$ cat config.mk
export PLATFORM = sky130hd
export DESIGN_NAME = bounded_priority_frame_queue
export DESIGN_NICKNAME = d
export VERILOG_FILES = /design/src/design/bpfq_pkg.sv /design/src/design/bpfq_cell.sv /design/src/design/bpfq_ctrl.sv /design/src/design/bounded_priority_frame_queue.sv
export SDC_FILE = /design/constraint.sdc
export NUM_CORES = 2
export LEC_CHECK = 0
export BUFFER_PORTS_ARGS = -buffer_cell sky130_fd_sc_hd__buf_4
export CAP_MARGIN = 20
export CORE_ASPECT_RATIO = 0.6
export CORE_MARGIN = 2
export CORE_UTILIZATION = 50
export CTS_CLUSTER_SIZE = 25
export DETAILED_ROUTE_END_ITERATION = 7
export PLACE_DENSITY = 0.63
export SYNTH_ARGS = -nofsm -noshare
export SYNTH_HDL_FRONTEND = slang
export SYNTH_SLANG_ARGS = --single-unit
$ cat constraint.sdc
create_clock -name i_clk -period 14.2 [get_ports i_clk]
set_clock_uncertainty 0.05 [all_clocks]
set_input_delay 2.84 -clock i_clk [delete_from_list [all_inputs] [get_ports i_clk]]
set_output_delay 2.84 -clock i_clk [all_outputs]
set_load 0.03 [all_outputs]
$ cat src/design/bpfq_pkg.sv
// Shared types and constants for the bounded priority frame queue.
package bpfq_pkg;

    localparam int QUEUE_DEPTH_DEF = 8;
    localparam int ITEM_BYTES_DEF  = 16;
    localparam int MAX_BYTES       = 16;
    localparam int PRI_W           = 8;
    localparam int IN_LEN_W        = 8;
    localparam int LEN_W           = 5;
    localparam int ORD_W           = 32;
    localparam int OCC_W           = 4;
    localparam int PAY_W           = 64;

    typedef enum logic [1:0] {
        FUNC_ENQ = 2'd0,
        FUNC_DEQ = 2'd1,
        FUNC_CLR = 2'd2
    } t_func;

    typedef enum logic [1:0] {
        ST_IDLE,
        ST_SCAN,
        ST_COMMIT
    } t_state;

    typedef struct packed {
        logic             urg_vld;
        logic [PRI_W-1:0] urg_pri;
        logic [ORD_W-1:0] urg_ord;
        logic             drp_vld;
        logic [PRI_W-1:0] drp_pri;
        logic [ORD_W-1:0] drp_ord;
        logic             free_vld;
    } t_scan;

    typedef struct packed {
        logic start;
        logic wr_free;
        logic wr_drp;
        logic release_urg;
        logic clear_all;
    } t_cmd;

    typedef struct packed {
        logic urg;
        logic drp;
    } t_claim;

    typedef struct packed {
        logic [PRI_W-1:0] pri;
        logic [LEN_W-1:0] len;
        logic [ORD_W-1:0] ord;
    } t_wdata;

endpackage

$ cat src/design/bpfq_cell.sv
// One frame slot of the queue, passing the running search result to its neighbor.
module bpfq_cell #(
    parameter int DATA_W = 8 * bpfq_pkg::ITEM_BYTES_DEF
) (
    input  logic                        i_clk,
    input  logic                        i_rst_n,
    input  logic                        i_tok,
    input  bpfq_pkg::t_scan             i_scan,
    output logic                        o_tok,
    output bpfq_pkg::t_scan             o_scan,
    input  bpfq_pkg::t_cmd              i_cmd,
    input  bpfq_pkg::t_claim            i_claim_any,
    output bpfq_pkg::t_claim            o_claim,
    input  bpfq_pkg::t_wdata            i_wr,
    input  logic [DATA_W-1:0]           i_wr_data,
    output logic [bpfq_pkg::PRI_W-1:0]  o_sel_pri,
    output logic [bpfq_pkg::LEN_W-1:0]  o_sel_len,
    output logic [DATA_W-1:0]           o_sel_data
);

    logic                       r_tok;
    logic                       r_used;
    logic                       r_is_urg;
    logic                       r_is_drp;
    logic                       r_is_free;
    bpfq_pkg::t_scan            r_scan;
    bpfq_pkg::t_scan            n_scan;
    logic [bpfq_pkg::PRI_W-1:0] r_pri;
    logic [bpfq_pkg::LEN_W-1:0] r_len;
    logic [bpfq_pkg::ORD_W-1:0] r_ord;
    logic [DATA_W-1:0]          r_data;
    bpfq_pkg::t_claim           claim;
    logic                       free_hit;
    logic                       wr_hit;

    always_comb begin
        n_scan   = i_scan;
        claim    = '0;
        free_hit = 1'b0;
        if (i_tok) begin
            if (r_used) begin
                if (!i_scan.urg_vld || r_pri < i_scan.urg_pri ||
                    (r_pri == i_scan.urg_pri && r_ord < i_scan.urg_ord)) begin
                    claim.urg      = 1'b1;
                    n_scan.urg_vld = 1'b1;
                    n_scan.urg_pri = r_pri;
                    n_scan.urg_ord = r_ord;
                end
                if (!i_scan.drp_vld || r_pri > i_scan.drp_pri ||
                    (r_pri == i_scan.drp_pri && r_ord < i_scan.drp_ord)) begin
                    claim.drp      = 1'b1;
                    n_scan.drp_vld = 1'b1;
                    n_scan.drp_pri = r_pri;
                    n_scan.drp_ord = r_ord;
                end
            end else if (!i_scan.free_vld) begin
                free_hit        = 1'b1;
                n_scan.free_vld = 1'b1;
            end
        end
    end

    assign wr_hit = (i_cmd.wr_free && r_is_free) || (i_cmd.wr_drp && r_is_drp);

    always_ff @(posedge i_clk) begin
        if (!i_rst_n) begin
            r_tok     <= 1'b0;
            r_used    <= 1'b0;
            r_is_urg  <= 1'b0;
            r_is_drp  <= 1'b0;
            r_is_free <= 1'b0;
        end else begin
            r_tok <= i_tok;
            if (claim.urg) begin
                r_is_urg <= 1'b1;
            end else if (i_claim_any.urg || i_cmd.start) begin
                r_is_urg <= 1'b0;
            end
            if (claim.drp) begin
                r_is_drp <= 1'b1;
            end else if (i_claim_any.drp || i_cmd.start) begin
                r_is_drp <= 1'b0;
            end
            if (free_hit) begin
                r_is_free <= 1'b1;
            end else if (i_cmd.start) begin
                r_is_free <= 1'b0;
            end
            priority if (i_cmd.clear_all) begin
                r_used <= 1'b0;
            end else if (wr_hit) begin
                r_used <= 1'b1;
            end else if (i_cmd.release_urg && r_is_urg) begin
                r_used <= 1'b0;
            end
        end
    end

    always_ff @(posedge i_clk) begin
        if (i_tok) begin
            r_scan <= n_scan;
        end
        if (wr_hit) begin
            r_pri  <= i_wr.pri;
            r_len  <= i_wr.len;
            r_ord  <= i_wr.ord;
            r_data <= i_wr_data;
        end
    end

    assign o_tok      = r_tok;
    assign o_scan     = r_scan;
    assign o_claim    = claim;
    assign o_sel_pri  = r_is_urg ? r_pri : '0;
    assign o_sel_len  = r_is_urg ? r_len : '0;
    assign o_sel_data = r_is_urg ? r_data : '0;

endmodule

$ cat src/design/bpfq_ctrl.sv
// Sequencer of the queue: input capture, scan start, commit decision and result register.
module bpfq_ctrl #(
    parameter int QUEUE_DEPTH = bpfq_pkg::QUEUE_DEPTH_DEF,
    parameter int ITEM_BYTES  = bpfq_pkg::ITEM_BYTES_DEF
) (
    input  logic                           i_clk,
    input  logic                           i_rst_n,
    input  logic                           i_valid,
    output logic                           o_stall,
    input  logic [1:0]                     i_func,
    input  logic [bpfq_pkg::PRI_W-1:0]     i_priority_req,
    input  logic [bpfq_pkg::IN_LEN_W-1:0]  i_length,
    input  logic [bpfq_pkg::PAY_W-1:0]     i_payload_lo,
    input  logic [bpfq_pkg::PAY_W-1:0]     i_payload_hi,
    input  bpfq_pkg::t_scan                i_scan,
    input  logic                           i_done,
    output bpfq_pkg::t_cmd                 o_cmd,
    output bpfq_pkg::t_wdata               o_wr,
    output logic [8*ITEM_BYTES-1:0]        o_wr_data,
    input  logic [bpfq_pkg::PRI_W-1:0]     i_sel_pri,
    input  logic [bpfq_pkg::LEN_W-1:0]     i_sel_len,
    input  logic [8*ITEM_BYTES-1:0]        i_sel_data,
    output logic                           o_valid,
    input  logic                           i_stall,
    output logic                           o_ok,
    output logic [bpfq_pkg::PRI_W-1:0]     o_out_priority,
    output logic [bpfq_pkg::LEN_W-1:0]     o_out_length,
    output logic [8*ITEM_BYTES-1:0]        o_out_data,
    output logic [bpfq_pkg::OCC_W-1:0]     o_occupancy
);

    localparam int DATA_W = 8 * ITEM_BYTES;
    localparam int FILL_W = $clog2(QUEUE_DEPTH + 1);
    localparam logic [bpfq_pkg::IN_LEN_W-1:0] ITEM_LEN = bpfq_pkg::IN_LEN_W'(ITEM_BYTES);

    bpfq_pkg::t_state               r_state;
    bpfq_pkg::t_state               n_state;
    logic                           r_start;
    bpfq_pkg::t_func                r_func;
    logic [bpfq_pkg::PRI_W-1:0]     r_pri;
    logic [bpfq_pkg::LEN_W-1:0]     r_len;
    logic [DATA_W-1:0]              r_data;
    logic [bpfq_pkg::ORD_W-1:0]     r_order;
    logic [FILL_W-1:0]              r_fill;
    logic [FILL_W-1:0]              n_fill;
    logic                           r_out_vld;
    logic                           r_ok;
    logic                           n_ok;
    logic [bpfq_pkg::PRI_W-1:0]     r_o_pri;
    logic [bpfq_pkg::LEN_W-1:0]     r_o_len;
    logic [DATA_W-1:0]              r_o_data;
    logic [bpfq_pkg::OCC_W-1:0]     r_occ;
    logic [bpfq_pkg::LEN_W-1:0]     len_c;
    logic [8*bpfq_pkg::MAX_BYTES-1:0] pay_in;
    logic [8*bpfq_pkg::MAX_BYTES-1:0] pay_mask;
    logic                           accept;
    logic                           can_commit;
    logic                           commit;
    logic                           enq_ok;
    logic                           is_deq;
    bpfq_pkg::t_cmd                 cmd;

    assign accept     = i_valid && (r_state == bpfq_pkg::ST_IDLE);
    assign can_commit = !r_out_vld || !i_stall;

    always_comb begin
        len_c  = (i_length > ITEM_LEN) ? bpfq_pkg::LEN_W'(ITEM_BYTES)
                                       : i_length[bpfq_pkg::LEN_W-1:0];
        pay_in = {i_payload_hi, i_payload_lo};
        for (int b = 0; b < bpfq_pkg::MAX_BYTES; b++) begin
            pay_mask[b*8 +: 8] = (bpfq_pkg::LEN_W'(b) < len_c) ? pay_in[b*8 +: 8] : 8'd0;
        end
    end

    always_comb begin
        n_state = r_state;
        unique case (r_state)
            bpfq_pkg::ST_IDLE: begin
                if (i_valid) begin
                    n_state = bpfq_pkg::ST_SCAN;
                end
            end
            bpfq_pkg::ST_SCAN: begin
                if (i_done) begin
                    n_state = bpfq_pkg::ST_COMMIT;
                end
            end
            bpfq_pkg::ST_COMMIT: begin
                if (can_commit) begin
                    n_state = bpfq_pkg::ST_IDLE;
                end
            end
            default: n_state = bpfq_pkg::ST_IDLE;
        endcase
    end

    always_comb begin
        o_stall   = (r_state != bpfq_pkg::ST_IDLE);
        commit    = (r_state == bpfq_pkg::ST_COMMIT) && can_commit;
        enq_ok    = i_scan.free_vld || (i_scan.drp_vld && r_pri <= i_scan.drp_pri);
        is_deq    = (r_func == bpfq_pkg::FUNC_DEQ);
        cmd       = '0;
        cmd.start = r_start;
        n_ok      = 1'b0;
        n_fill    = r_fill;
        if (commit) begin
            unique case (r_func)
                bpfq_pkg::FUNC_ENQ: begin
                    cmd.wr_free = i_scan.free_vld;
                    cmd.wr_drp  = !i_scan.free_vld && enq_ok;
                    n_ok        = enq_ok;
                    if (i_scan.free_vld) begin
                        n_fill = r_fill + FILL_W'(1);
                    end
                end
                bpfq_pkg::FUNC_DEQ: begin
                    cmd.release_urg = i_scan.urg_vld;
                    n_ok            = i_scan.urg_vld;
                    if (i_scan.urg_vld) begin
                        n_fill = r_fill - FILL_W'(1);
                    end
                end
                bpfq_pkg::FUNC_CLR: begin
                    cmd.clear_all = 1'b1;
                    n_ok          = 1'b1;
                    n_fill        = '0;
                end
                default: begin
                    n_ok = 1'b0;
                end
            endcase
        end
    end

    always_ff @(posedge i_clk) begin
        if (!i_rst_n) begin
            r_state   <= bpfq_pkg::ST_IDLE;
            r_start   <= 1'b0;
            r_order   <= '0;
            r_fill    <= '0;
            r_out_vld <= 1'b0;
        end else begin
            r_state <= n_state;
            r_start <= accept;
            r_fill  <= n_fill;
            if (cmd.wr_free || cmd.wr_drp) begin
                r_order <= r_order + bpfq_pkg::ORD_W'(1);
            end
            if (commit) begin
                r_out_vld <= 1'b1;
            end else if (!i_stall) begin
                r_out_vld <= 1'b0;
            end
        end
    end

    always_ff @(posedge i_clk) begin
        if (accept) begin
            r_func <= bpfq_pkg::t_func'(i_func);
            r_pri  <= i_priority_req;
            r_len  <= len_c;
            r_data <= pay_mask[DATA_W-1:0];
        end
        if (commit) begin
            r_ok     <= n_ok;
            r_o_pri  <= is_deq ? i_sel_pri : '0;
            r_o_len  <= is_deq ? i_sel_len : '0;
            r_o_data <= is_deq ? i_sel_data : '0;
            r_occ    <= bpfq_pkg::OCC_W'(n_fill);
        end
    end

    assign o_cmd          = cmd;
    assign o_wr.pri       = r_pri;
    assign o_wr.len       = r_len;
    assign o_wr.ord       = r_order;
    assign o_wr_data      = r_data;
    assign o_valid        = r_out_vld;
    assign o_ok           = r_ok;
    assign o_out_priority = r_o_pri;
    assign o_out_length   = r_o_len;
    assign o_out_data     = r_o_data;
    assign o_occupancy    = r_occ;

endmodule

$ cat src/design/bounded_priority_frame_queue.sv
// Top level of the bounded priority frame queue: sequencer and row of slot cells.
//
// The input channel takes one operation word per handshake: enqueue, dequeue or
// clear, with a priority, a length and up to sixteen payload bytes. The output
// channel returns one result word per operation: the status flag, the dequeued
// frame (zero for anything but a successful dequeue) and the occupancy after
// the operation.
// Each operation passes a search token down the row of QUEUE_DEPTH slot cells,
// one cell per cycle, to find the most urgent entry, the drop candidate and the
// lowest free slot; a commit state then applies the decision. The block takes
// one word at a time: it stalls the input channel until that operation has
// committed its result.
// The block takes the next word while a finished result still sits in the
// output register. If the receiver stalls, that result holds, and a following
// operation completes its scan and then waits to commit until the register
// frees.
// Reset empties the store, zeroes the fill count behind the occupancy and the
// arrival counter, and drops any result not yet taken.
module bounded_priority_frame_queue #(
    parameter int QUEUE_DEPTH = bpfq_pkg::QUEUE_DEPTH_DEF,
    parameter int ITEM_BYTES  = bpfq_pkg::ITEM_BYTES_DEF
) (
    input  logic                           i_clk,
    input  logic                           i_rst_n,
    input  logic                           i_valid,
    output logic                           o_stall,
    input  logic [1:0]                     i_func,
    input  logic [bpfq_pkg::PRI_W-1:0]     i_priority_req,
    input  logic [bpfq_pkg::IN_LEN_W-1:0]  i_length,
    input  logic [bpfq_pkg::PAY_W-1:0]     i_payload_lo,
    input  logic [bpfq_pkg::PAY_W-1:0]     i_payload_hi,
    output logic                           o_valid,
    input  logic                           i_stall,
    output logic                           o_ok,
    output logic [bpfq_pkg::PRI_W-1:0]     o_out_priority,
    output logic [bpfq_pkg::LEN_W-1:0]     o_out_length,
    output logic [bpfq_pkg::PAY_W-1:0]     o_out_payload_lo,
    output logic [bpfq_pkg::PAY_W-1:0]     o_out_payload_hi,
    output logic [bpfq_pkg::OCC_W-1:0]     o_occupancy
);

    localparam int DATA_W = 8 * ITEM_BYTES;

    logic                       tok  [QUEUE_DEPTH+1];
    bpfq_pkg::t_scan            scan [QUEUE_DEPTH+1];
    logic [QUEUE_DEPTH-1:0]     claim_urg;
    logic [QUEUE_DEPTH-1:0]     claim_drp;
    bpfq_pkg::t_claim           claim_any;
    bpfq_pkg::t_cmd             cmd;
    bpfq_pkg::t_wdata           wr;
    logic [DATA_W-1:0]          wr_data;
    logic [bpfq_pkg::PRI_W-1:0] cell_pri  [QUEUE_DEPTH];
    logic [bpfq_pkg::LEN_W-1:0] cell_len  [QUEUE_DEPTH];
    logic [DATA_W-1:0]          cell_data [QUEUE_DEPTH];
    logic [bpfq_pkg::PRI_W-1:0] sel_pri;
    logic [bpfq_pkg::LEN_W-1:0] sel_len;
    logic [DATA_W-1:0]          sel_data;
    logic [DATA_W-1:0]          out_data;
    logic [8*bpfq_pkg::MAX_BYTES-1:0] out_wide;

    assign tok[0]        = cmd.start;
    assign scan[0]       = '0;
    assign claim_any.urg = |claim_urg;
    assign claim_any.drp = |claim_drp;

    for (genvar g = 0; g < QUEUE_DEPTH; g++) begin : g_cell
        bpfq_pkg::t_claim claim;

        bpfq_cell #(
            .DATA_W (DATA_W)
        ) u_cell (
            .i_clk       (i_clk),
            .i_rst_n     (i_rst_n),
            .i_tok       (tok[g]),
            .i_scan      (scan[g]),
            .o_tok       (tok[g+1]),
            .o_scan      (scan[g+1]),
            .i_cmd       (cmd),
            .i_claim_any (claim_any),
            .o_claim     (claim),
            .i_wr        (wr),
            .i_wr_data   (wr_data),
            .o_sel_pri   (cell_pri[g]),
            .o_sel_len   (cell_len[g]),
            .o_sel_data  (cell_data[g])
        );

        assign claim_urg[g] = claim.urg;
        assign claim_drp[g] = claim.drp;
    end

    always_comb begin
        sel_pri  = '0;
        sel_len  = '0;
        sel_data = '0;
        for (int i = 0; i < QUEUE_DEPTH; i++) begin
            sel_pri  = sel_pri | cell_pri[i];
            sel_len  = sel_len | cell_len[i];
            sel_data = sel_data | cell_data[i];
        end
    end

    bpfq_ctrl #(
        .QUEUE_DEPTH (QUEUE_DEPTH),
        .ITEM_BYTES  (ITEM_BYTES)
    ) u_ctrl (
        .i_clk          (i_clk),
        .i_rst_n        (i_rst_n),
        .i_valid        (i_valid),
        .o_stall        (o_stall),
        .i_func         (i_func),
        .i_priority_req (i_priority_req),
        .i_length       (i_length),
        .i_payload_lo   (i_payload_lo),
        .i_payload_hi   (i_payload_hi),
        .i_scan         (scan[QUEUE_DEPTH]),
        .i_done         (tok[QUEUE_DEPTH]),
        .o_cmd          (cmd),
        .o_wr           (wr),
        .o_wr_data      (wr_data),
        .i_sel_pri      (sel_pri),
        .i_sel_len      (sel_len),
        .i_sel_data     (sel_data),
        .o_valid        (o_valid),
        .i_stall        (i_stall),
        .o_ok           (o_ok),
        .o_out_priority (o_out_priority),
        .o_out_length   (o_out_length),
        .o_out_data     (out_data),
        .o_occupancy    (o_occupancy)
    );

    assign out_wide         = (8*bpfq_pkg::MAX_BYTES)'(out_data);
    assign o_out_payload_lo = out_wide[bpfq_pkg::PAY_W-1:0];
    assign o_out_payload_hi = out_wide[2*bpfq_pkg::PAY_W-1:bpfq_pkg::PAY_W];

endmodule

==> key figures <==
Setup path
  • Crit path buf inv count: 5
  • Critical path class: input pin to flip-flop
  • Crit-path cells: buf_4 > nand2_1 > nand2b_1 > inv_8 > nand3_1 > nor4_2 > buf_4 > a22o_4 > buf_4 > buf_4
  • Critical path's top delay family: buffers and inverters
  • CP Data Arrival Time: 7.62 ns
  • Worst Path Max Fanout: 99
  • Crit end category: flip-flop
  • Worst reg2reg setup slack: 8.61 ns
  • Slowest stage delay, CP: 0.85 ns
  • Critical Path Most Common Cell: buf_4
  • CP required: 14.64 ns
  • Slowest-stage cell, CP: a22o_4
  • Worst setup SP type: input pin

Yosys
  • Mapped Nets: 6,822
  • Syn Inst Count: 6,154
  • Dominant synthesized flop cell: edfxtp_1
  • Warnings from Yosys: 0
  • Synth unique cells: 74
  • Post-Syn Area: 95,900 µm²
  • Asr flop ratio synth: 0%
  • Seq/Total Area, Yosys: 71.1%
  • Synth Register Bits: 2,297
  • Syn_area_per_cell: 15.6 µm²
  • EDFF count, synth: 2,217

Die
  • Die Area: 195,000 µm²
  • Core Area: 191,000 µm²
  • I/O pin count: 298
  • Starting Density: 50.3%
  • Number of cell rows: 124
  • Die width: 569 µm
  • Die height: 343 µm

Cells and area
  • NumNets Final: 7,187
  • Footprint of the multi-input gates: 25,000 µm²
  • Commonest non-fill, non-tap cell in the layout: edfxtp_1
  • Fin util: 56.6%
  • Final Instance Area: 108,000 µm²
  • Layout cells sized above 1: 17.1%
  • Fillers: 14,795
  • Synthesis-to-layout area growth: 12.5%
  • Register area: 68,200 µm²
  • Commonest non-fill, non-tap cells in the layout: edfxtp_1 (2,217), inv_1 (534), ha_1 (518), mux2_2 (401), buf_4 (379)

STA
  • Final min period: 7.18 ns
  • Final setup vio count: 0
  • Setup TNS: 0 ns
  • Hold Fails Final Rpt: 0
  • Worst-Margin Slew: 1.26 ns
  • Final slew viol count: 0
  • Period Utilization, post-route: 50.5%
  • Unrepaired setup endpoints after global routing: false
  • FMAX: 0.139 GHz
  • Normalized max-slew margin: 16.3%

Hold path
  • Type of the tightest min-delay check: flip-flop to flip-flop

Global route
  • Global-route wire length before repair: 368 mm
  • All-Layer GR Usage: 25.6%
  • Vias in the first global route: 53,596
  • Grt total ovfl: 0
  • Largest net degree at the start of global routing: 109
  • Initial antenna violation count: 10

Detailed routing
  • WL per Instance: 27.6 µm
  • Total wire length: 254 mm
  • Post-route DRC violation count: 0
  • Drt pass-1 iters: 6
  • Vias: 55,585
  • Routed Antenna Nets: 0
  • Average vias per placed instance: 6.04
  • Initial detailed-routing violation count: 6,574

CTS
  • CTS sink cnt: 2,297
  • CTS tree: yes
  • Number of H-tree levels: 4
  • Post-cts resize count: 0
  • Post-CTS Setup Inserts: 0
  • Worst skew pair latency: 0.87 ns
  • CTS root buf: clkbuf_16
  • # hold bufs at CTS: 0
  • CTS Buf Count: 209
  • Worst-path clk slew: 0.07 ns
  • Maximum root-to-sink buffer count: 4

Status
  • Status: finished clean

Placed design
  • Port Buffers: 297
  • HPWL after detailed placement: 162 mm
  • Area of placed instances: 101,000 µm²
  • Gpl congestion: 0.896

Power and ir drop
  • Pwr Density: 122 nW/µm²
  • Max IR drop VDD: 0.0928 mV
  • Cell leakage power: 38.1 nW

Run
  • Max-capacitance violation count: 0
cell families (layout without fill, tap and decap cells):
group / Yosys count / in the layout / share of synthesized area, %
compound gates: 1315 / 1315 / 9.59
flops: 2297 / 2297 / 71.1
xor+xnor: 19 / 19 / 0.174
mux: 407 / 407 / 4.78
other cells: 0 / 1 / 0
simple gates: 830 / 830 / 4.55
fa+ha+maj: 518 / 518 / 6.76
buf+inv: 768 / 1296 / 3.04
power by group:
group / leakage, nW / total, mW / internal [mW] / switching [mW]
Sequential: 20.9 / 7.50 / 7.43 / 0.0667
Clock: 3.15 / 5.49 / 3.03 / 2.46
Combinational: 14.0 / 0.165 / 0.0684 / 0.0962
Total: 38.1 / 13.2 / 10.5 / 2.62
flip-flops by register name, summed over array words and instances, names as in the netlist, 2 cells and up:
register                 flops
u_ctrl.r_len                 5
u_ctrl.r_order              32
u_ctrl.r_state               2
g_cell.u_cell.r_is_drp       8
g_cell.u_cell.o_tok          8
u_ctrl.o_occupancy           4
u_ctrl.r_pri                 8
g_cell.u_cell.r_is_free      8
g_cell.u_cell.o_scan       544
u_ctrl.o_out_data          128
g_cell.u_cell.r_is_urg       8
g_cell.u_cell.r_pri         64
u_ctrl.r_func                2
u_ctrl.o_wr_data           128
u_ctrl.r_fill                4
g_cell.u_cell.r_data      1024
g_cell.u_cell.r_used         8
u_ctrl.o_out_priority        8
u_ctrl.o_out_length          5
g_cell.u_cell.r_ord        256
g_cell.u_cell.r_len         40
layer usage:
layer / track usage, % / vias to the layer above / part of all wire (%) / routed length (µm)
li1: - / 24721 / - / -
met1: 40.8 / 28191 / 47 / 120000
met2: 35.3 / 2383 / 41 / 104000
met3: 6.29 / 290 / 9.8 / 24900
met4: 5.06 / 0 / 1.8 / 4490
met5: 0 / - / 0 / 0
cell usage after synthesis, drive strengths merged (6+ instances only):
library cell  count  share of area (%)
a2111oi          18               0.16
a211o             8              0.073
a211oi           23               0.18
a21o             57               0.45
a21oi           199                1.0
a221oi          146                1.3
a22o            153                1.4
a22oi           284                2.2
a311oi            6              0.055
a31o              7              0.064
a31oi           153                1.0
and2            122               0.80
and3              7              0.046
and4              6              0.055
buf              53               0.24
clkbuf          178               0.70
dfxtp            80                1.7
edfxtp         2217                 69
ha              518                6.8
inv             536                2.1
mux2            404                4.7
nand2           210               0.82
nand2b           26               0.18
nand3            43               0.22
nand4            98               0.64
nor2            115               0.45
nor2b            95               0.62
nor3             34               0.18
nor3b             9              0.070
nor4             26               0.18
o211ai           14               0.11
o21a             19               0.15
o21ai           184               0.96
o21bai            6              0.051
o31ai             8              0.063
or2              10              0.065
or3              14              0.091
or4               6              0.051
xnor2            18               0.16
final cells by class:
type / count / area share [%]
diodes: 1 / 0.00232
clock buffers: 255 / 5.08
clock inverters: 119 / 0.942
inverters: 537 / 1.88
multi-input cells: 3089 / 23.2
flip-flops and latches: 2297 / 63.3
well taps: 2520 / 2.92
repair buffers: 385 / 2.71
worst reg2reg max path, cell delays in order (launching register included):
cell and delay (ns):
edfxtp_1 0.74, ha_1 0.38, a21o_1 0.18, a21o_1 0.17
a21oi_1 0.22, a21oi_2 0.17, nor4_2 0.58, buf_4 0.29
a22o_4 0.85, buf_4 0.74, buf_4 0.79
final timing paths:
kind                                                 from                           to  depth (start not counted)
worst max-delay path                              i_stall  g_cell[1].u_cell.r_data[82]                         10
worst min-delay path            g_cell[4].u_cell.r_is_drp    g_cell[4].u_cell.r_is_drp                          1
worst max register to register            u_ctrl.r_pri[5]  g_cell[1].u_cell.r_data[82]                         10
worst min register to register  g_cell[4].u_cell.r_is_drp    g_cell[4].u_cell.r_is_drp                          1
stage by stage:
step / power, mW / hold slack [ns] / setup slack, ns / cells
2_1_floorplan: 7.70 / 0.356 / 3.82 / 6154
3_3_place_gp: 7.80 / 0.433 / 5.94 / 8819
3_5_place_dp: 7.81 / 0.430 / 5.72 / 8823
4_1_cts: 13.2 / 0.443 / 6.65 / 9197
5_1_grt: 13.5 / 0.453 / 6.82 / 9202
6_report: 13.2 / 0.449 / 7.02 / 9203
(Power assumes the default switching activity.)
